File: src/hdl/kfd_pkg.sv
// kfd_pkg: shared constants for the keyed FIFO with delete.
// Request codes, field widths and the default queue depth.
// No dependencies.
package kfd_pkg;

    localparam int KFD_DEPTH = 16;
    localparam int KEY_W     = 16;
    localparam int PAY_W     = 32;
    localparam int REQ_W     = 3;
    localparam int CNT_OUT_W = 5;

    // in beat: key_id, entry_payload
    localparam int S_DATA_W  = 48;
    // out beat: done_ok, hit, out_id, out_payload, count_now, is_empty
    localparam int M_DATA_W  = 56;

    localparam logic [REQ_W-1:0] REQ_APPEND = 3'd0;
    localparam logic [REQ_W-1:0] REQ_POP    = 3'd1;
    localparam logic [REQ_W-1:0] REQ_SEARCH = 3'd2;
    localparam logic [REQ_W-1:0] REQ_REMOVE = 3'd3;
    localparam logic [REQ_W-1:0] REQ_CLEAR  = 3'd4;

endpackage

File: src/hdl/keyed_fifo_with_delete.sv
// keyed_fifo_with_delete: ordered key/payload queue held in one RAM.
// Depends on kfd_pkg.
//
// Records sit in RAM slots 0..count-1, head in slot 0. Append and clear go
// straight to the finish state, which posts the output beat. Search walks
// the RAM from the head, one slot per cycle through the single registered
// read port. Pop and remove find the record the same way, then slide every
// later record down one slot, a read and a write per cycle overlapped,
// unless the record was the last one. A new request is taken only once the
// previous one has finished; a finished result sits in the output register
// until it is taken, and the block waits for that before posting the next.
module keyed_fifo_with_delete #(
    parameter int DEPTH = kfd_pkg::KFD_DEPTH
) (
    input  logic                           i_clk,
    input  logic                           i_rst_n,
    input  logic                           i_s_tvalid,
    output logic                           o_s_tready,
    // [15:0] key_id, [47:16] entry_payload
    input  logic [kfd_pkg::S_DATA_W-1:0]   i_s_tdata,
    // [2:0] req_type
    input  logic [kfd_pkg::REQ_W-1:0]      i_s_tuser,
    output logic                           o_m_tvalid,
    input  logic                           i_m_tready,
    // [0] done_ok, [1] hit, [17:2] out_id, [49:18] out_payload,
    // [54:50] count_now, [55] is_empty
    output logic [kfd_pkg::M_DATA_W-1:0]   o_m_tdata
);
    import kfd_pkg::*;

    localparam int AW = $clog2(DEPTH);
    localparam int CW = $clog2(DEPTH + 1);
    localparam int EW = KEY_W + PAY_W;

    typedef enum logic [3:0] {
        S_IDLE  = 4'b0001,
        S_SCAN  = 4'b0010,
        S_SHIFT = 4'b0100,
        S_FIN   = 4'b1000
    } t_state;

    logic [EW-1:0] mem [DEPTH];

    t_state              r_state, n_state;
    logic [CW-1:0]       r_count, n_count;
    logic [CW-1:0]       r_idx, n_idx;
    logic [AW-1:0]       r_cmp_idx, n_cmp_idx;
    logic                r_pend, n_pend;
    logic [REQ_W-1:0]    r_req, n_req;
    logic [KEY_W-1:0]    r_key, n_key;
    logic                r_ok, n_ok;
    logic                r_hit, n_hit;
    logic [KEY_W-1:0]    r_rid, n_rid;
    logic [PAY_W-1:0]    r_rpay, n_rpay;
    logic [EW-1:0]       r_rdata;
    logic                r_out_vld, n_out_vld;
    logic [M_DATA_W-1:0] r_out_data, n_out_data;

    logic                wr_en;
    logic [AW-1:0]       wr_addr;
    logic [EW-1:0]       wr_data;
    logic [AW-1:0]       rd_addr;
    logic                issue;
    logic                match;
    logic [KEY_W-1:0]    rd_key;
    logic [31:0]         cnt_ext;
    logic [CW-1:0]       next_pos;

    assign rd_addr  = r_idx[AW-1:0];
    assign issue    = (r_idx < r_count);
    assign rd_key   = r_rdata[EW-1:PAY_W];
    assign match    = (r_req == REQ_POP) || (rd_key == r_key);
    assign next_pos = CW'(r_cmp_idx) + CW'(1);
    assign cnt_ext  = 32'(r_count);

    assign o_s_tready = (r_state == S_IDLE);
    assign o_m_tvalid = r_out_vld;
    assign o_m_tdata  = r_out_data;

    always_comb begin
        n_state    = r_state;
        n_count    = r_count;
        n_idx      = r_idx;
        n_cmp_idx  = r_cmp_idx;
        n_pend     = r_pend;
        n_req      = r_req;
        n_key      = r_key;
        n_ok       = r_ok;
        n_hit      = r_hit;
        n_rid      = r_rid;
        n_rpay     = r_rpay;
        n_out_vld  = r_out_vld;
        n_out_data = r_out_data;
        wr_en      = 1'b0;
        wr_addr    = r_count[AW-1:0];
        wr_data    = r_rdata;

        if (r_out_vld && i_m_tready) begin
            n_out_vld = 1'b0;
        end

        unique case (r_state)
            S_IDLE: begin
                if (i_s_tvalid) begin
                    n_req   = i_s_tuser;
                    n_key   = i_s_tdata[KEY_W-1:0];
                    n_ok    = 1'b0;
                    n_hit   = 1'b0;
                    n_rid   = '0;
                    n_rpay  = '0;
                    n_idx   = '0;
                    n_pend  = 1'b0;
                    n_state = S_FIN;
                    unique case (i_s_tuser)
                        REQ_APPEND: begin
                            if (r_count != CW'(DEPTH)) begin
                                wr_en   = 1'b1;
                                wr_data = {i_s_tdata[KEY_W-1:0],
                                           i_s_tdata[KEY_W+PAY_W-1:KEY_W]};
                                n_count = r_count + CW'(1);
                                n_ok    = 1'b1;
                            end
                        end
                        REQ_POP, REQ_SEARCH, REQ_REMOVE: begin
                            if (r_count != '0) begin
                                n_state = S_SCAN;
                            end
                        end
                        REQ_CLEAR: begin
                            n_count = '0;
                            n_ok    = 1'b1;
                        end
                        default: begin
                        end
                    endcase
                end
            end

            S_SCAN: begin
                // read the next slot while comparing the one read last cycle
                n_pend = issue;
                if (issue) begin
                    n_idx     = r_idx + CW'(1);
                    n_cmp_idx = r_idx[AW-1:0];
                end
                if (r_pend) begin
                    if (match) begin
                        n_ok   = 1'b1;
                        n_hit  = (r_req != REQ_POP);
                        n_rid  = rd_key;
                        n_rpay = r_rdata[PAY_W-1:0];
                        if (r_req == REQ_SEARCH) begin
                            n_state = S_FIN;
                        end else if (next_pos < r_count) begin
                            n_idx   = next_pos;
                            n_pend  = 1'b0;
                            n_state = S_SHIFT;
                        end else begin
                            n_count = r_count - CW'(1);
                            n_state = S_FIN;
                        end
                    end else if (!issue) begin
                        n_state = S_FIN;
                    end
                end
            end

            S_SHIFT: begin
                // slot i+1 read last cycle lands in slot i; reads run ahead of writes
                n_pend = issue;
                if (issue) begin
                    n_idx     = r_idx + CW'(1);
                    n_cmp_idx = r_idx[AW-1:0];
                end
                if (r_pend) begin
                    wr_en   = 1'b1;
                    wr_addr = r_cmp_idx - AW'(1);
                    wr_data = r_rdata;
                    if (!issue) begin
                        n_count = r_count - CW'(1);
                        n_state = S_FIN;
                    end
                end
            end

            S_FIN: begin
                if (!r_out_vld || i_m_tready) begin
                    n_out_vld  = 1'b1;
                    n_out_data = {(r_count == '0), cnt_ext[CNT_OUT_W-1:0],
                                  r_rpay, r_rid, r_hit, r_ok};
                    n_state    = S_IDLE;
                end
            end

            default: begin
                n_state = S_IDLE;
            end
        endcase
    end

    always_ff @(posedge i_clk) begin
        if (wr_en) begin
            mem[wr_addr] <= wr_data;
        end
        r_rdata <= mem[rd_addr];
    end

    always_ff @(posedge i_clk) begin
        if (!i_rst_n) begin
            r_state   <= S_IDLE;
            r_count   <= '0;
            r_pend    <= 1'b0;
            r_out_vld <= 1'b0;
        end else begin
            r_state   <= n_state;
            r_count   <= n_count;
            r_pend    <= n_pend;
            r_out_vld <= n_out_vld;
        end
    end

    always_ff @(posedge i_clk) begin
        r_idx      <= n_idx;
        r_cmp_idx  <= n_cmp_idx;
        r_req      <= n_req;
        r_key      <= n_key;
        r_ok       <= n_ok;
        r_hit      <= n_hit;
        r_rid      <= n_rid;
        r_rpay     <= n_rpay;
        r_out_data <= n_out_data;
    end

endmodule

File: config.mk
export PLATFORM = sky130hd
export DESIGN_NAME = keyed_fifo_with_delete
export DESIGN_NICKNAME = d
export VERILOG_FILES = /design/src/hdl/kfd_pkg.sv /design/src/hdl/keyed_fifo_with_delete.sv
export SDC_FILE = /design/constraint.sdc
export NUM_CORES = 1
export LEC_CHECK = 0
export ABC_AREA = 1
export BUFFER_PORTS_ARGS = -buffer_cell sky130_fd_sc_hd__buf_4
export CORE_MARGIN = 2
export CORE_UTILIZATION = 36
export DETAILED_ROUTE_END_ITERATION = 7
export PLACE_DENSITY_LB_ADDON = 0.25
export SLEW_MARGIN = 20
export SYNTH_ARGS = -nofsm -noshare
export SYNTH_HDL_FRONTEND = slang
export SYNTH_SLANG_ARGS = --single-unit
File: constraint.sdc
create_clock -name i_clk -period 6.1 [get_ports i_clk]
set_input_delay 1.22 -clock i_clk [delete_from_list [all_inputs] [get_ports i_clk]]
set_output_delay 1.22 -clock i_clk [all_outputs]
set_load 0.03 [all_outputs]
==> flow_summary.ini <==
[routing]
routed_wl_um = 94600
wl_per_cell_um = 21.8
ant_nets = 0
viasPerCell = 5.23
drc_errors = 0
dr.pass1.iters = 5
drt_iter0_markers = 2048
num_vias = 22700

[synthesis]
yosysWarnings = 0
synth_seq_area_share = 0.762
synth_top_family_by_area = simple AND/OR/NAND/NOR gates
syn_avg_cell_area_um2 = 13.3
yosys.area_share.simple = 0.100
synth_cells = 2785
synth_area_um2 = 37100
ys_seq_elements = 961
synthMuxAreaShare = 0
synth_fa_ha_area_frac = 0.00472
synth_xor_area_frac = 0.00260
synth_cell_type_count = 41
synth_nets = 2854
synth_compound_area_frac = 0.0991

[floorplan]
die_w_um = 325
initial_core_util = 0.363
core_um2 = 102000
die_h_um = 325
die_area_um2 = 106000
pin_count = 113
fp-row-count = 117

[worst_hold_path]
hp-class = flip-flop to flip-flop
hold_depth = 0

[layout]
multi_input_area_um2 = 7850
area_growth_pct = 15.9
drive_gt1_frac = 0.131
fin_nets = 2948
n_fill_cell = 9288
regArea_um2 = 28300

[clocking]
cts_sinks = 961
cts_root_buffer = clkbuf_16
htreeDepth = 3
clkSlewWorstSetupHoldPaths_ns = 0.06
cts.repair.resized = 0
cts_made_buffers = 100
postCtsSetupBuffers = 0
clock_latency_ns = 0.67
clockBufferDepth = 3
hold_buffers = 0
tritoncts = yes

[global_route]
antenna_found_initial = 3
grt_pass1_wl_um = 142000
grt_pass1_vias = 22600
grt_overflow = 0
track_usage = 0.177
grt_start_max_net_pins = 199

[critical_path]
ff2ff_setup_slack_ns = 2.73
rr_worst_depth = 9
rr_startpoint = r_state[3]
worstPathMaxFanout = 28
end_kind = flip-flop
crit_arrival_ns = 3.74
endpoint = mem[7][18]
cp.required_ns = 6.44
startpoint = i_s_tuser[1]
rr_endpoint = mem[7][18]
startpoint_type = input pin
critical_path_class = input pin to flip-flop

[timing]
tns_ns = 0
clock.fmax_mhz = 294
maxSlewViolCount = 0
setup_viol = 0
final-hold-violation-count = 0
finalClockSkew_ns = 0.0147
worst_slew_pin_slew_ns = 1.14
slew_headroom = 0.239
final.setup.worst_slack_ns = 2.70
min_period_over_period = 0.557
period_needed_ns = 3.40
holdWs_ns = 0.416
rsz0062_at_grt = false

[pwr]
powerDensity_nw_per_um2 = 489
ir_worst_vdd_v = 0.000349
p_leak_nw = 14.7

[place]
port_buffers = 112
hpwl_um = 48400
dp_slack_ns = 1.97
place.gp.congestion = 0.780

[status]
status = complete, no violations

[run]
maxCapViolCount = 0
-- where the power goes --
| group | total (mW) | internal, mW | leakage, nW | switching [mW] |
|---|---|---|---|---|
| clock | 6.21 | 3.68 | 1.65 | 2.53 |
| combinational | 5.89 | 1.44 | 4.38 | 4.45 |
| sequential | 8.92 | 8.73 | 8.69 | 0.196 |
| total | 21.0 | 13.8 | 14.7 | 7.18 |
-- cell families (layout without fill, tap and decap cells) --
group,Yosys count,count (layout)
buffers and inverters,274,455
and+or+nand+nor,906,906
AOI/OAI and AO/OA,619,619
adders and majority gates,14,14
other,0,1
xor gates and xnor gates,11,11
DFF,961,961
-- worst min path at each step --
stage / slack (ns) / startpoint / endpoint
floorplan: 0.40 / r_ok / o_m_tdata[0]
global placement: 0.40 / r_rid[15] / o_m_tdata[17]
detailed placement: 0.40 / r_rpay[7] / o_m_tdata[25]
CTS: 0.42 / r_rid[7] / o_m_tdata[9]
global route: 0.42 / r_rpay[5] / o_m_tdata[23]
finish: 0.42 / r_rpay[14] / o_m_tdata[32]
-- registers in the layout (all words and copies together) (netlist names) --
name,flops
mem,768
o_m_tdata,56
r_rdata,48
r_rpay,32
r_key,16
r_rid,16
r_count,5
r_idx,5
r_cmp_idx,4
r_state,4
r_req,3
o_m_tvalid,1
r_hit,1
r_ok,1
r_pend,1
-- critical path, cell delays in order --
cell and delay (ns):
buf_4 0.12, or2_2 0.32, inv_1 0.13, nand4_4 0.14, nand2_1 0.21, nand3_1 0.35, nor2_4 0.85, buf_12 0.34
-- stage by stage --
stage          instance area (um^2)  instances   util  total power, mW
6_report                      43000       4335  0.421             21.0
5_1_grt                       43000       4334  0.421             22.2
4_1_cts                       42900       4334  0.421             21.2
3_5_place_dp                  39600       4145  0.388             15.0
3_3_place_gp                  39600       4145  0.388             14.8
2_1_floorplan                 37100       2785      -             12.9
-- cells in the final DEF, fill, tap and decap left out, drive strengths merged, types with 3 or more instances in the layout --
master / n
nand3: 99
xor2: 10
ha: 14
buf: 152
or2: 3
nor2: 349
clkinv: 37
nand4: 40
edfxtp: 902
nand2: 411
o221ai: 36
dfxtp: 59
inv: 116
a221oi: 59
clkinvlp: 3
nor3: 3
clkbuf: 136
bufinv: 11
a21oi: 183
o22ai: 63
o21ai: 273
-- cells in the mapped netlist --
| cell | number | area [um^2] |
|---|---|---|
| edfxtp_1 | 902 | 27100 |
| nand2_1 | 409 | 1540 |
| nor2_1 | 345 | 1290 |
| o21ai_0 | 250 | 1250 |
| a21oi_1 | 153 | 766 |
| inv_1 | 107 | 402 |
| nand3_1 | 94 | 470 |
| clkbuf_1 | 90 | 338 |
| o22ai_1 | 63 | 394 |
| a221oi_1 | 59 | 517 |
| dfxtp_1 | 59 | 1180 |
| buf_2 | 50 | 250 |
| nand4_1 | 39 | 244 |
| o221ai_1 | 36 | 315 |
| a21oi_2 | 28 | 245 |
| o21ai_1 | 22 | 110 |
| ha_1 | 14 | 175 |
| xor2_1 | 10 | 87.6 |
| buf_1 | 7 | 26.3 |
| buf_4 | 7 | 52.6 |
| buf_6 | 5 | 56.3 |
| nand3_2 | 4 | 40.0 |
| inv_2 | 3 | 11.3 |
| nor3_1 | 3 | 15.0 |
| or2_2 | 3 | 18.8 |
| a21oi_4 | 2 | 32.5 |
| a31oi_1 | 2 | 12.5 |
| clkinv_1 | 2 | 7.51 |
| clkinv_2 | 2 | 10.0 |
| nor2_2 | 2 | 12.5 |
| nor2_4 | 2 | 22.5 |
| o21bai_1 | 2 | 15.0 |
| a22oi_1 | 1 | 7.51 |
| clkbuf_2 | 1 | 5.00 |
| nand2_2 | 1 | 6.26 |
| nand2_4 | 1 | 11.3 |
| nand3_4 | 1 | 17.5 |
| nand4_2 | 1 | 12.5 |
| nor4_1 | 1 | 6.26 |
| o21ai_2 | 1 | 8.76 |
| xnor2_1 | 1 | 8.76 |
-- area by class of cell --
class / instances / area share
diodes: 1 / 0.0000582
well taps: 1368 / 0.0398
multi-input cells: 1550 / 0.183
clock inverters: 53 / 0.0136
flip-flops and latches: 961 / 0.658
repair buffers: 152 / 0.0309
clock buffers: 136 / 0.0650
inverters: 114 / 0.0102
-- per-layer routing --
layer	routed length, um	track usage
met5	0	0
met4	1870	0.0461
met3	5970	0.0307
met2	44500	0.287
met1	42300	0.246
No activity file was read; power rests on OpenSTA's default activity.
